[config.mk]
export PLATFORM = sky130hd
export DESIGN_NAME = gamepad_serial_poll_master
export DESIGN_NICKNAME = d
export VERILOG_FILES = /design/src/sv/gpsp_pkg.sv /design/src/sv/gamepad_serial_poll_master.sv /design/src/sv/gpsp_front.sv /design/src/sv/gpsp_engine.sv /design/src/sv/gpsp_result_queue.sv
export SDC_FILE = /design/constraint.sdc
export NUM_CORES = 1
export LEC_CHECK = 0
export CORE_ASPECT_RATIO = 0.75
export CORE_UTILIZATION = 61
export DETAILED_ROUTE_END_ITERATION = 10
export DONT_BUFFER_PORTS = 1
export GPL_ROUTABILITY_DRIVEN = 0
export GPL_TIMING_DRIVEN = 0
export HOLD_SLACK_MARGIN = 0.08
export PLACE_DENSITY = 0.77
export SLEW_MARGIN = 20
export SYNTH_ARGS = -nofsm -noshare
export SYNTH_HDL_FRONTEND = slang
export SYNTH_SLANG_ARGS = --single-unit
export TNS_END_PERCENT = 10
[constraint.sdc]
create_clock -name clk -period 6.5 [get_ports clk]
set_input_delay 1.625 -clock clk [delete_from_list [all_inputs] [get_ports clk]]
set_output_delay 1.625 -clock clk [all_outputs]
set_load 0.01 [all_outputs]
[src/sv/gpsp_pkg.sv]
// ============================================================================
// gpsp_pkg
// Shared types, constants and command-byte helpers for the gamepad poll master.
// ============================================================================
package gpsp_pkg;

    localparam int FRAME_LEN   = 9;
    localparam int SHORT_POLLS = 3;
    localparam int SHORT_LEN   = 5;
    localparam int CHECK_LEN   = 2;
    localparam int REPLY_DEPTH = 9;

    localparam int BYTE_W = $clog2(FRAME_LEN + 1);
    localparam int STEP_W = $clog2(SHORT_POLLS + 3);

    localparam int Q_DEPTH = 2;
    localparam int Q_PTR_W = 1;
    localparam int Q_CNT_W = 2;

    localparam logic [7:0] CMD_START   = 8'h01;
    localparam logic [7:0] CMD_POLL    = 8'h42;
    localparam logic [7:0] CMD_CONFIG  = 8'h43;
    localparam logic [7:0] CMD_SETMODE = 8'h44;
    localparam logic [7:0] ENTER_ON    = 8'h01;
    localparam logic [7:0] MODE_ANALOG = 8'h01;
    localparam logic [7:0] MODE_DIGITAL = 8'h00;
    localparam logic [7:0] LOCK_CODE   = 8'h03;
    localparam logic [7:0] UNLOCK_CODE = 8'hEE;
    localparam logic [7:0] EXIT_PAD    = 8'h5A;
    localparam logic [7:0] ID_ANALOG   = 8'h73;

    typedef enum logic [2:0] {
        ACT_NONE  = 3'd0,
        ACT_POLL  = 3'd1,
        ACT_MOTOR = 3'd2,
        ACT_INIT  = 3'd3,
        ACT_CHECK = 3'd4
    } action_t;

    typedef enum logic [1:0] {
        KIND_SHORT = 2'd0,
        KIND_ENTER = 2'd1,
        KIND_MODE  = 2'd2,
        KIND_EXIT  = 2'd3
    } kind_t;

    typedef enum logic [1:0] {
        REG_ANALOG_SELECT = 2'd0,
        REG_MODE_LOCK     = 2'd1
    } reg_index_t;

    typedef struct packed {
        logic analog_select;
        logic mode_lock;
    } cfg_t;

    // One classified bit slot on its way from the front to the engine.
    typedef struct packed {
        logic       start;
        action_t    action;
        logic [7:0] motor_small;
        logic [7:0] motor_large;
        logic       miso;
    } cmd_t;

    typedef struct packed {
        logic        select_active;
        logic        mosi;
        logic        busy_res;
        logic        frame_done;
        logic [15:0] buttons;
        logic [4:0]  pressed_key;
        logic [7:0]  right_x;
        logic [7:0]  right_y;
        logic [7:0]  left_x;
        logic [7:0]  left_y;
        logic [7:0]  mode_byte;
        logic        not_analog;
    } result_t;

    function automatic kind_t init_kind(input logic [STEP_W-1:0] step);
        kind_t k;
        if (int'(step) < SHORT_POLLS)
            k = KIND_SHORT;
        else
            k = kind_t'(2'(int'(step) - SHORT_POLLS + 1));
        return k;
    endfunction

    function automatic logic [BYTE_W-1:0] frame_len(input action_t act,
                                                    input logic [STEP_W-1:0] step);
        logic [BYTE_W-1:0] len;
        if (act == ACT_CHECK)
            len = BYTE_W'(CHECK_LEN);
        else if (act == ACT_INIT && init_kind(step) == KIND_SHORT)
            len = BYTE_W'(SHORT_LEN);
        else
            len = BYTE_W'(FRAME_LEN);
        return len;
    endfunction

    function automatic logic [7:0] cmd_byte(input action_t act,
                                            input logic [STEP_W-1:0] step,
                                            input logic [BYTE_W-1:0] b,
                                            input logic [7:0] small_m,
                                            input logic [7:0] large_m,
                                            input cfg_t cfg);
        int bi;
        logic [7:0] cb;
        bi = int'(b);
        cb = 8'h00;
        if (bi == 0) begin
            cb = CMD_START;
        end else if (act != ACT_INIT) begin
            if (bi == 1)
                cb = CMD_POLL;
            else if (act == ACT_MOTOR && bi == 3)
                cb = small_m;
            else if (act == ACT_MOTOR && bi == 4)
                cb = large_m;
        end else begin
            unique case (init_kind(step))
                KIND_SHORT:
                begin
                    if (bi == 1) cb = CMD_POLL;
                end
                KIND_ENTER:
                begin
                    if (bi == 1) cb = CMD_CONFIG;
                    else if (bi == 3) cb = ENTER_ON;
                end
                KIND_MODE:
                begin
                    if (bi == 1) cb = CMD_SETMODE;
                    else if (bi == 3) cb = cfg.analog_select ? MODE_ANALOG : MODE_DIGITAL;
                    else if (bi == 4) cb = cfg.mode_lock ? LOCK_CODE : UNLOCK_CODE;
                end
                KIND_EXIT:
                begin
                    if (bi == 1) cb = CMD_CONFIG;
                    else if (bi >= 4 && bi <= 8) cb = EXIT_PAD;
                end
                default:
                begin
                    cb = 8'h00;
                end
            endcase
        end
        return cb;
    endfunction

    // Lowest zero bit plus one, zero when no button is pressed.
    function automatic logic [4:0] lowest_pressed(input logic [15:0] btn);
        logic [4:0] key;
        key = 5'd0;
        for (int k = 15; k >= 0; k--) begin
            if (!btn[k]) key = 5'(k + 1);
        end
        return key;
    endfunction

endpackage

[src/sv/gamepad_serial_poll_master.sv]
// ============================================================================
// gamepad_serial_poll_master
// Bit-slot master for the gamepad serial link with decoded pad state.
// ============================================================================
// Each item pushed into this block is one bit slot of the gamepad link, and
// each item yields exactly one result, in order. An action given while the
// block is idle starts a poll, a motor poll, the init sequence or a mode
// check; the slot carrying it is already bit zero of the first byte, and
// actions arriving while a frame runs are ignored. The block sustains one
// item per clock while the result queue has space: the slot engine updates
// its frame counters, shift register and reply bytes as each item passes.
// A result reaches the result ports after its item has waited in the input
// queue and the engine has written its result straight into the result
// queue. Both two-entry queues let either side stall without losing
// throughput.
// Configuration (analog_select at index 0, mode_lock at index 1) must be
// written while no item is in flight; writes are always accepted and writes
// to other indexes are dropped. No clearing pass is needed after reset.
module gamepad_serial_poll_master (
    input  logic        clk,
    input  logic        rst_n,
    // Input item channel.
    input  logic        push,
    output logic        full,
    input  logic [2:0]  action,
    input  logic [7:0]  motor_small,
    input  logic [7:0]  motor_large,
    input  logic        miso,
    // Result channel.
    output logic        empty,
    input  logic        pop,
    output logic        select_active,
    output logic        mosi,
    output logic        busy_res,
    output logic        frame_done,
    output logic [15:0] buttons,
    output logic [4:0]  pressed_key,
    output logic [7:0]  right_x,
    output logic [7:0]  right_y,
    output logic [7:0]  left_x,
    output logic [7:0]  left_y,
    output logic [7:0]  mode_byte,
    output logic        not_analog,
    // Configuration write channel.
    input  logic        cfg_valid,
    output logic        cfg_ready,
    input  logic [1:0]  cfg_index,
    input  logic        cfg_data
);

    gpsp_pkg::cfg_t     cfg_reg, cfg_next;
    gpsp_pkg::cmd_t     cmd_head;
    gpsp_pkg::result_t  res_data;
    gpsp_pkg::result_t  res_head;
    logic               cmd_empty;
    logic               cmd_pop;
    logic               res_push;
    logic               res_full;

    // The configuration registers are simple flops that accept a write on
    // every cycle; the engine reads them only while building set-mode bytes.
    assign cfg_ready = 1'b1;

    always_comb
    begin
        cfg_next = cfg_reg;
        if (cfg_valid && cfg_ready)
        begin
            if (cfg_index == gpsp_pkg::REG_ANALOG_SELECT)
                cfg_next.analog_select = cfg_data;
            else if (cfg_index == gpsp_pkg::REG_MODE_LOCK)
                cfg_next.mode_lock = cfg_data;
        end
    end

    always_ff @(posedge clk or negedge rst_n)
    begin
        if (!rst_n)
        begin
            cfg_reg.analog_select <= 1'b1;
            cfg_reg.mode_lock     <= 1'b1;
        end
        else
        begin
            cfg_reg <= cfg_next;
        end
    end

    // The front side classifies each slot and holds it until the engine
    // has room to produce its result.
    gpsp_front u_front (
        .clk         (clk),
        .rst_n       (rst_n),
        .push        (push),
        .full        (full),
        .action      (action),
        .motor_small (motor_small),
        .motor_large (motor_large),
        .miso        (miso),
        .cmd_pop     (cmd_pop),
        .cmd_empty   (cmd_empty),
        .cmd_head    (cmd_head)
    );

    // The engine runs one slot per cycle whenever a slot is queued and the
    // result queue has space.
    gpsp_engine u_engine (
        .clk       (clk),
        .rst_n     (rst_n),
        .cfg       (cfg_reg),
        .cmd_empty (cmd_empty),
        .cmd_head  (cmd_head),
        .cmd_pop   (cmd_pop),
        .res_full  (res_full),
        .res_push  (res_push),
        .res_data  (res_data)
    );

    gpsp_result_queue u_result_queue (
        .clk      (clk),
        .rst_n    (rst_n),
        .res_push (res_push),
        .res_data (res_data),
        .res_full (res_full),
        .pop      (pop),
        .empty    (empty),
        .res_head (res_head)
    );

    assign select_active = res_head.select_active;
    assign mosi          = res_head.mosi;
    assign busy_res      = res_head.busy_res;
    assign frame_done    = res_head.frame_done;
    assign buttons       = res_head.buttons;
    assign pressed_key   = res_head.pressed_key;
    assign right_x       = res_head.right_x;
    assign right_y       = res_head.right_y;
    assign left_x        = res_head.left_x;
    assign left_y        = res_head.left_y;
    assign mode_byte     = res_head.mode_byte;
    assign not_analog    = res_head.not_analog;

`ifndef SYNTHESIS
    // A frame can only finish in a selected slot of a busy action.
    a_done_selected: assert property (@(posedge clk) disable iff (!rst_n)
        (res_push && res_data.frame_done) |-> (res_data.select_active && res_data.busy_res))
        else $error("frame completion outside a selected busy slot");

    // Command bits are driven only while chip select is asserted.
    a_mosi_selected: assert property (@(posedge clk) disable iff (!rst_n)
        (res_push && res_data.mosi) |-> res_data.select_active)
        else $error("mosi driven while deselected");

    // The engine only produces a result when it has consumed a slot.
    a_push_pop_pair: assert property (@(posedge clk) disable iff (!rst_n)
        res_push |-> (cmd_pop && !cmd_empty && !res_full))
        else $error("result produced without a consumed slot");

    // A slot pushed into an empty pipeline can be popped once its result is queued.
    a_latency: assert property (@(posedge clk) disable iff (!rst_n)
        (push && !full && cmd_empty && empty && !pop) |=> ##1 !empty)
        else $error("result missing after accepted slot");
`endif

endmodule

[src/sv/gpsp_front.sv]
// ============================================================================
// gpsp_front
// Accepts bit-slot items, classifies the action and queues them for the engine.
// ============================================================================
module gpsp_front (
    input  logic                 clk,
    input  logic                 rst_n,
    input  logic                 push,
    output logic                 full,
    input  logic [2:0]           action,
    input  logic [7:0]           motor_small,
    input  logic [7:0]           motor_large,
    input  logic                 miso,
    input  logic                 cmd_pop,
    output logic                 cmd_empty,
    output gpsp_pkg::cmd_t       cmd_head
);

    gpsp_pkg::cmd_t                 mem_reg [gpsp_pkg::Q_DEPTH];
    logic [gpsp_pkg::Q_PTR_W-1:0]   wr_ptr_reg, wr_ptr_next;
    logic [gpsp_pkg::Q_PTR_W-1:0]   rd_ptr_reg, rd_ptr_next;
    logic [gpsp_pkg::Q_CNT_W-1:0]   count_reg, count_next;
    gpsp_pkg::cmd_t                 item;
    logic                           wr_en;
    logic                           rd_en;

    // Only actions one to four can start anything; the rest travel as no action.
    always_comb
    begin
        item.start       = (action == gpsp_pkg::ACT_POLL)  || (action == gpsp_pkg::ACT_MOTOR) ||
                           (action == gpsp_pkg::ACT_INIT)  || (action == gpsp_pkg::ACT_CHECK);
        item.action      = item.start ? gpsp_pkg::action_t'(action) : gpsp_pkg::ACT_NONE;
        item.motor_small = motor_small;
        item.motor_large = motor_large;
        item.miso        = miso;
    end

    assign full      = (count_reg == gpsp_pkg::Q_CNT_W'(gpsp_pkg::Q_DEPTH));
    assign cmd_empty = (count_reg == '0);
    assign cmd_head  = mem_reg[rd_ptr_reg];
    assign wr_en     = push && !full;
    assign rd_en     = cmd_pop && !cmd_empty;

    always_comb
    begin
        wr_ptr_next = wr_en ? wr_ptr_reg + 1'b1 : wr_ptr_reg;
        rd_ptr_next = rd_en ? rd_ptr_reg + 1'b1 : rd_ptr_reg;
        count_next  = count_reg + gpsp_pkg::Q_CNT_W'(wr_en) - gpsp_pkg::Q_CNT_W'(rd_en);
    end

    always_ff @(posedge clk or negedge rst_n)
    begin
        if (!rst_n)
        begin
            wr_ptr_reg <= '0;
            rd_ptr_reg <= '0;
            count_reg  <= '0;
        end
        else
        begin
            wr_ptr_reg <= wr_ptr_next;
            rd_ptr_reg <= rd_ptr_next;
            count_reg  <= count_next;
        end
    end

    always_ff @(posedge clk)
    begin
        if (wr_en)
        begin
            mem_reg[wr_ptr_reg] <= item;
        end
    end

endmodule

[src/sv/gpsp_engine.sv]
// ============================================================================
// gpsp_engine
// Runs one bit slot per queued item: frame sequencing, shifting and decoding.
// ============================================================================
module gpsp_engine (
    input  logic                 clk,
    input  logic                 rst_n,
    input  gpsp_pkg::cfg_t       cfg,
    input  logic                 cmd_empty,
    input  gpsp_pkg::cmd_t       cmd_head,
    output logic                 cmd_pop,
    input  logic                 res_full,
    output logic                 res_push,
    output gpsp_pkg::result_t    res_data
);

    gpsp_pkg::action_t              act_reg, act_next, act_e;
    logic [gpsp_pkg::STEP_W-1:0]    step_reg, step_next, step_e;
    logic [gpsp_pkg::BYTE_W-1:0]    byte_reg, byte_next, byte_e, byte_inc;
    logic [2:0]                     bit_reg, bit_next, bit_e;
    logic                           gap_reg, gap_next, gap_e;
    logic [7:0]                     small_reg, small_next;
    logic [7:0]                     large_reg, large_next;
    logic [7:0]                     shift_reg, shift_next;
    logic [7:0]                     reply_reg  [gpsp_pkg::REPLY_DEPTH];
    logic [7:0]                     reply_next [gpsp_pkg::REPLY_DEPTH];
    logic                           fire;
    logic                           start;
    logic                           last;
    logic [7:0]                     cb;
    logic [15:0]                    btn;

    assign fire     = !cmd_empty && !res_full;
    assign cmd_pop  = fire;
    assign res_push = fire;
    assign start    = (act_reg == gpsp_pkg::ACT_NONE) && cmd_head.start;

    always_comb
    begin
        // A start slot is already bit zero of byte zero of the first frame.
        act_e      = start ? cmd_head.action : act_reg;
        step_e     = start ? '0 : step_reg;
        byte_e     = start ? '0 : byte_reg;
        bit_e      = start ? '0 : bit_reg;
        gap_e      = start ? 1'b0 : gap_reg;
        small_next = start ? cmd_head.motor_small : small_reg;
        large_next = start ? cmd_head.motor_large : large_reg;

        act_next   = act_e;
        step_next  = step_e;
        byte_next  = byte_e;
        bit_next   = bit_e;
        gap_next   = gap_e;
        shift_next = shift_reg;
        for (int i = 0; i < gpsp_pkg::REPLY_DEPTH; i++)
        begin
            reply_next[i] = reply_reg[i];
        end

        cb       = gpsp_pkg::cmd_byte(act_e, step_e, byte_e, small_next, large_next, cfg);
        byte_inc = byte_e + 1'b1;
        last     = (act_e != gpsp_pkg::ACT_INIT) ||
                   (int'(step_e) >= gpsp_pkg::SHORT_POLLS + 2);

        res_data = '0;

        if (act_e != gpsp_pkg::ACT_NONE)
        begin
            res_data.busy_res = 1'b1;
            if (gap_e)
            begin
                gap_next = 1'b0;
            end
            else
            begin
                res_data.select_active = 1'b1;
                res_data.mosi          = cb[bit_e];
                shift_next             = {cmd_head.miso, shift_reg[7:1]};
                if (bit_e == 3'd7)
                begin
                    bit_next = '0;
                    if (act_e != gpsp_pkg::ACT_INIT)
                    begin
                        for (int i = 0; i < gpsp_pkg::REPLY_DEPTH; i++)
                        begin
                            if (int'(byte_e) == i) reply_next[i] = shift_next;
                        end
                    end
                    if (byte_inc >= gpsp_pkg::frame_len(act_e, step_e))
                    begin
                        byte_next = '0;
                        if (last)
                        begin
                            act_next            = gpsp_pkg::ACT_NONE;
                            step_next           = '0;
                            res_data.frame_done = 1'b1;
                        end
                        else
                        begin
                            step_next = step_e + 1'b1;
                            gap_next  = 1'b1;
                        end
                    end
                    else
                    begin
                        byte_next = byte_inc;
                    end
                end
                else
                begin
                    bit_next = bit_e + 1'b1;
                end
            end
        end

        btn                  = {reply_next[4], reply_next[3]};
        res_data.buttons     = btn;
        res_data.pressed_key = gpsp_pkg::lowest_pressed(btn);
        res_data.right_x     = reply_next[5];
        res_data.right_y     = reply_next[6];
        res_data.left_x      = reply_next[7];
        res_data.left_y      = reply_next[8];
        res_data.mode_byte   = reply_next[1];
        res_data.not_analog  = (reply_next[1] != gpsp_pkg::ID_ANALOG);
    end

    always_ff @(posedge clk or negedge rst_n)
    begin
        if (!rst_n)
        begin
            act_reg   <= gpsp_pkg::ACT_NONE;
            step_reg  <= '0;
            byte_reg  <= '0;
            bit_reg   <= '0;
            gap_reg   <= 1'b0;
            small_reg <= '0;
            large_reg <= '0;
            shift_reg <= '0;
            for (int i = 0; i < gpsp_pkg::REPLY_DEPTH; i++)
            begin
                reply_reg[i] <= '0;
            end
        end
        else if (fire)
        begin
            act_reg   <= act_next;
            step_reg  <= step_next;
            byte_reg  <= byte_next;
            bit_reg   <= bit_next;
            gap_reg   <= gap_next;
            small_reg <= small_next;
            large_reg <= large_next;
            shift_reg <= shift_next;
            for (int i = 0; i < gpsp_pkg::REPLY_DEPTH; i++)
            begin
                reply_reg[i] <= reply_next[i];
            end
        end
    end

endmodule

[src/sv/gpsp_result_queue.sv]
// ============================================================================
// gpsp_result_queue
// Two-entry queue holding finished results until the consumer pops them.
// ============================================================================
module gpsp_result_queue (
    input  logic                 clk,
    input  logic                 rst_n,
    input  logic                 res_push,
    input  gpsp_pkg::result_t    res_data,
    output logic                 res_full,
    input  logic                 pop,
    output logic                 empty,
    output gpsp_pkg::result_t    res_head
);

    gpsp_pkg::result_t              mem_reg [gpsp_pkg::Q_DEPTH];
    logic [gpsp_pkg::Q_PTR_W-1:0]   wr_ptr_reg, wr_ptr_next;
    logic [gpsp_pkg::Q_PTR_W-1:0]   rd_ptr_reg, rd_ptr_next;
    logic [gpsp_pkg::Q_CNT_W-1:0]   count_reg, count_next;
    logic                           wr_en;
    logic                           rd_en;

    assign res_full = (count_reg == gpsp_pkg::Q_CNT_W'(gpsp_pkg::Q_DEPTH));
    assign empty    = (count_reg == '0);
    assign res_head = mem_reg[rd_ptr_reg];
    assign wr_en    = res_push && !res_full;
    assign rd_en    = pop && !empty;

    always_comb
    begin
        wr_ptr_next = wr_en ? wr_ptr_reg + 1'b1 : wr_ptr_reg;
        rd_ptr_next = rd_en ? rd_ptr_reg + 1'b1 : rd_ptr_reg;
        count_next  = count_reg + gpsp_pkg::Q_CNT_W'(wr_en) - gpsp_pkg::Q_CNT_W'(rd_en);
    end

    always_ff @(posedge clk or negedge rst_n)
    begin
        if (!rst_n)
        begin
            wr_ptr_reg <= '0;
            rd_ptr_reg <= '0;
            count_reg  <= '0;
        end
        else
        begin
            wr_ptr_reg <= wr_ptr_next;
            rd_ptr_reg <= rd_ptr_next;
            count_reg  <= count_next;
        end
    end

    always_ff @(posedge clk)
    begin
        if (wr_en)
        begin
            mem_reg[wr_ptr_reg] <= res_data;
        end
    end

endmodule

# [After elaboration in Yosys (flattened, before gate mapping)]
# Memories as Yosys holds them, arrays and structs flattened.
# Cells that the tools add are included.
[op_classes] addsub=13 mul=0 div_mod_pow=0 order_cmp=6 eq_ne=24 shifts=0 n_mux=98 n_bitwise=2 reduce_logical=30
[ops] op="2-to-1 mux 64 bit" n=4
[ops] op="2-to-1 mux 8 bit" n=21
[ops] op="2-to-1 mux 5 bit" n=16
[ops] op="2-to-1 mux 3 bit" n=17
[ops] op="2-to-1 mux 4 bit" n=11
[ops] op="one-hot mux 8 bit (4 select lines)" n=1
[ops] op="== test 4 bit, second input constant" n=5
[ops] op="2-to-1 mux 1 bit" n=17
[ops] op="2-to-1 mux 2 bit" n=8
[ops] op="2-to-1 mux 7 bit" n=2
[ops] op="== test 3 x 2 -> 1 bit, second input constant" n=4
[ops] op="logical AND 1 bit" n=10
[ops] op="logical NOT 2 bit" n=5
[ops] op="== test 3 bit, second input constant" n=3
[ops] op="== test 2 bit, second input constant" n=4
[ops] op="== test 4 x 3 -> 1 bit, second input constant" n=2
[ops] op="inequality test 8 x 7 -> 1 bit, second input constant" n=1
[ops] op="adder 3 x 1 -> 3 bit, second input constant" n=2
[ops] op="AND reduction 3 bit" n=2
[ops] op="AND reduction 6 bit" n=1
[ops] op="adder 1 bit, second input constant" n=4
[ops] op="adder 2 x 1 -> 2 bit" n=2
[ops] op="adder 4 x 1 -> 4 bit, second input constant" n=1
[ops] op="== test 2 x 1 -> 1 bit, second input constant" n=2
[ops] op="other kinds (20)" n=28
[word_totals] reg_bits=112 latchBits=0 ramBits=174 mem_bits_ro=0 in_bits=28 output_inout_bits=69 elab_cells=199 memories=2
[memory_table] name="u_result_queue.mem_reg" depth=2 word_bits=66 rd=1 rd_clocked_by_memory_dff=0 wr=1 line="gpsp_result_queue.sv:16" rtl="gpsp_pkg::result_t mem_reg [gpsp_pkg::Q_DEPTH];"
[memory_table] name="u_front.mem_reg" depth=2 word_bits=21 rd=1 rd_clocked_by_memory_dff=0 wr=1 line="gpsp_front.sv:19" rtl="gpsp_pkg::cmd_t mem_reg [gpsp_pkg::Q_DEPTH];"

# [Longest topological paths before layout]
[logic_depth] word_depth=25 ltp_mapped=16 depth_no_buf=12

# [By module]
# From an unflattened synthesis, not the netlist that was laid out.
[hier_totals] hier_cells=901 hier_area_um2=12560.8
[modules_own_cells] module="gpsp_engine" instances=1 cells_each=582 area_each_um2=5625.4 seq_area_each_um2=2327.2
[modules_own_cells] module="gpsp_result_queue" instances=1 cells_each=223 area_each_um2=5073.6 seq_area_each_um2=4063.9
[modules_own_cells] module="gpsp_front" instances=1 cells_each=88 area_each_um2=1751.7 seq_area_each_um2=1361.3
[modules_own_cells] module="gamepad_serial_poll_master" instances=1 cells_each=8 area_each_um2=110.1 seq_area_each_um2=52.6

# [Worst setup path before layout]
# OpenSTA, ideal clock, no wires.
[synth_path] path_type="register -> register" start="register u_result_queue.count_reg[1] (netlist bit)" end="memory u_result_queue.mem_reg[0][0] (netlist bit), enable pin" setup_time_ns=0.491 arrival_ns=3.710 required_ns=6.009 setup_slack_ns=2.299 stages_incl_launch_ff=5 path_buffers=2 period_less_slack_ns=4.201 path_cell_list="dfrtp_1 -> a21o_1 -> clkbuf_1 -> clkbuf_1 -> nor2_1"
[synth_between] elab_chain_cells=6
[synth_rtl] element="start: declaration" line="gpsp_result_queue.sv:19" rtl="logic [gpsp_pkg::Q_CNT_W-1:0] count_reg, count_next;"
[synth_rtl] element="start signal: assignment" line="gpsp_result_queue.sv:48" rtl="count_reg <= count_next;"
[synth_rtl] element="== test 2 bit (*)" line="gpsp_result_queue.sv:23" rtl="assign res_full = (count_reg == gpsp_pkg::Q_CNT_W'(gpsp_pkg::Q_DEPTH));"
[synth_rtl] element="logical NOT 1 bit (*)" line="gpsp_engine.sv:33, gpsp_result_queue.sv:26"
[synth_rtl] element="logical AND 1 bit" line="gpsp_engine.sv:33" rtl="assign fire = !cmd_empty && !res_full;"
[synth_rtl] element="logical AND 1 bit (*)" line="gpsp_result_queue.sv:26" rtl="assign wr_en = res_push && !res_full;"
[synth_rtl] element="2-to-1 mux 1 bit (*)" line="gpsp_result_queue.sv:54" rtl="if (wr_en)"
[synth_rtl] element="2-to-1 mux 1 bit (implied by the code) (*)" line="gpsp_result_queue.sv:56" rtl="mem_reg[wr_ptr_reg] <= res_data;"
[synth_rtl] element="end: declaration" line="gpsp_result_queue.sv:16"
# Every way passes the cells marked *; elsewhere a longest branch is shown, timed or not.

==> flow_summary_export.csv <==
group,metric,value,unit
run_status,outcome,"completed",
sta,final-hold-violation-count,0,
worst_hold_path,min_path_type,"reg -> reg",
yosys,ys_ff_latch,277,
yosys,synth_area_per_cell,13.9,µm²
finish,num_antenna_cells,0,
worst_setup_path,worstPathRequired,6840,ps
power,cellPowerDensity,493,nW/µm²
grt,antenna_found_initial,0,
placement,numPortBuffers,0,
sta,clock.fmax,196,MHz
sta,final.setup.tns,0,ps
route,drtIter0Drc,694,
sta,maxSlewHeadroom,30.1,%
yosys,syn_nets,947,
sta,fin_worst_skew,9.62,ps
power,power_frac_comb,35.8,%
grt,gr-usage-all-layers,25.4,%
grt,grt_pass1_vias,7567,
floorplan,die_h,126,µm
clock_tree,postCtsSetupBuffers,0,
run,maxCapViolations,0,
clock_tree,post_cts_resized,0,
worst_setup_path,endpoint_kind,"register",
yosys,yosys.area.top_type_share,41.8,%
floorplan,start_util,63.5,%
worst_setup_path,critPathBufInv,6,
clock_tree,cts_buffers,26,
clock_tree,clockRootBuffer,"clkbuf_16",
yosys,synth_common_cells,"edfxtp_1, mux2_2, dfrtp_1",
yosys,yosysMostFrequentCell,"edfxtp_1",
yosys,yosysWarnings,0,
yosys,ys_async_sr_fraction,37.2,%
clock_tree,path_clk_slew,60,ps
clock_tree,cts_hold_buf,0,
floorplan,die_width,167,µm
power,clockPowerShare,22.2,%
clock_tree,cts_sinks,277,
worst_setup_path,r2r_cells,16,
yosys,synth_cell_types,73,
sta,setup_ws,1390,ps
yosys,synth_cells,903,
sta,tightest_slew,1050,ps
worst_setup_path,path_max_fanout,10,
grt,grt_max_degree,104,
clock_tree,clk_latency,530,ps
worst_setup_path,cp_slowest_cell,"o31ai_4",
clock_tree,cts_buffer_depth,3,
finish,area_growth,10.4,%
sta,setup_violations,0,
floorplan,ios,97,
power,seqPwrFrac,42.0,%
sta,final.min_clock_period,5110,ps
floorplan,fp-row-count,44,
route,wl,26200,µm
placement,pre_cts_ws,1450,ps
yosys,synth_edf_count,174,
finish,fin_nets,980,
grt,grt_pass1_wl,41600,µm
sta,slew_violations,0,
yosys,synthFlopType,"edfxtp_1",
power,p_leak,5.50,nW
route,ant_nets,0,
route,route.detailed.drc,0,
worst_setup_path,path_cells,"buf_4, mux2_2, nand2_1, clkbuf_1, nand2_1, inv_1, ha_1, clkbuf_1, inv_1, o31ai_4, o21ai_1, nor2_2, buf_4, mux2i_1, a31oi_1, nor3_1",
finish,final_core_util,70.1,%
sta,min_period_over_period,78.6,%
route,via_per_inst,6.22,
floorplan,core_area,19700,µm²
yosys,synth_top_area_cell,"edfxtp_1",
sta,rsz0062_at_grt,"no",
grt,overflow,0,
route,drt_pass1_iterations,6,
route,routed-via-count,7520,
clock_tree,cts_tree,"yes",
worst_setup_path,max_stage_delay,480,ps
yosys,synth_area_leaders,"edfxtp_1, dfrtp_1, mux2_2, nand2_1, mux2i_1",
finish,largest_register_ffs,132,
power,switching_power,2.42,mW
worst_setup_path,critPathKind,"reg -> reg",
power,p_int,4.39,mW
finish,drive_above_1_share,25.2,%
worst_setup_path,cp_top_family,"buffers and inverters",
clock_tree,htree_levels,1,
yosys,synth_area,12500,µm²
placement,hpwl,17700,µm
power,swShare,35.6,%
yosys,ys_seq_area_share,62.4,%
worst_hold_path,worstHoldPathCells,1,
worst_setup_path,startpoint_type,"register",
worst_setup_path,critPathArrivalTime,5450,ps
power,max-vdd-ir-drop,318,µV
worst_setup_path,crit_cells,16,
route,routedWlPerCell,21.7,µm
floorplan,die-area,21100,µm²
worst_setup_path,r2r_slack,1390,ps
worst register-to-register path: stages (launching register included):
cell and delay (ps):
dfrtp_1 350, buf_4 190, mux2_2 450, nand2_1 320
clkbuf_1 440, nand2_1 190, inv_1 140, ha_1 180
clkbuf_1 430, inv_1 210, o31ai_4 480, o21ai_1 170
nor2_2 360, buf_4 270, mux2i_1 380, a31oi_1 80
nor3_1 260
logic make-up (layout without fill, tap and decap cells):
family	count (synthesis)	in the layout	share of synthesized area, %
simple gates	196	196	7.69
fa+ha+maj	16	16	1.60
other cells	1	1	0.0300
xor+xnor	14	14	0.980
compound gates	120	120	6.59
mux	203	203	18.1
flops	277	277	62.4
buf+inv	76	129	2.58
power by group through the flow:
stage | Sequential [mW] | Clock [mW] | Combinational, mW
2_1_floorplan | 2.84 | 0 | 1.72
3_3_place_gp | 2.91 | 0 | 2.25
3_5_place_dp | 2.89 | 0 | 2.42
4_1_cts | 2.86 | 1.53 | 2.44
5_1_grt | 2.92 | 1.60 | 2.63
6_report | 2.86 | 1.51 | 2.44
through the flow:
stage	power [mW]	instance area [µm²]	hold slack, ps	instances
floorplan	4.56	12500	442	903
global placement	5.17	12800	459	1156
detailed placement	5.31	13000	471	1161
CTS	6.83	13800	488	1209
global route	7.15	13800	505	1209
finish	6.81	13800	486	1209
cell usage in the layout, fill, tap and decap left out, types with 7 or more instances in the layout:
cell type / synthesis / final
a21oi_1: 26 / 26
nand2_1: 77 / 77
dfrtp_1: 101 / 101
nand3_1: 16 / 16
a22o_1: 7 / 7
xnor2_1: 12 / 12
buf_2: 9 / 9
mux2i_1: 27 / 27
edfxtp_1: 174 / 174
buf_1: 8 / 8
clkbuf_8: 0 / 7
ha_1: 16 / 16
clkbuf_1: 30 / 37
nor2_1: 43 / 41
a31oi_1: 7 / 7
mux2_1: 17 / 17
inv_1: 24 / 24
mux2_2: 157 / 157
o21ai_0: 29 / 29
clkbuf_16: 0 / 27
nand4_1: 9 / 9
cell type report:
type,instances,area (µm²)
inverter,24,90.1
multi-input combinational,550,4390
clock inverter,7,62.6
tap,253,317
timing repair buffer,5,114
buffer,52,233
sequential,277,7800
fill,1380,5900
clock buffer,41,798
final timing paths:
| path | startpoint | endpoint |
|---|---|---|
| hold reg to reg | u_engine.reply_reg[30]$_DFFE_PN0P_ | u_engine.reply_reg[30]$_DFFE_PN0P_ |
| max in group asynchronous | rst_n | cfg_reg[0]$_DFFE_PN1P_ |
| setup / recovery | u_front.rd_ptr_reg$_DFFE_PN0P_ | u_result_queue.mem_reg[0][41]$_DFFE_PP_ |
| setup reg to reg | u_front.rd_ptr_reg$_DFFE_PN0P_ | u_result_queue.mem_reg[0][41]$_DFFE_PP_ |
| hold / removal | u_engine.reply_reg[30]$_DFFE_PN0P_ | u_engine.reply_reg[30]$_DFFE_PN0P_ |
| min in group asynchronous | rst_n | u_engine.reply_reg[10]$_DFFE_PN0P_ |
per-layer routing:
metal / track usage (%) / vias to the layer above / wire length, µm
met2: 38.5 / 299 / 11800
li1: - / 3422 / -
met4: 5.67 / 0 / 432
met5: 0 / - / 0
met1: 37.7 / 3757 / 11800
met3: 5.88 / 42 / 2200
Power figures use the tool's default switching activity.
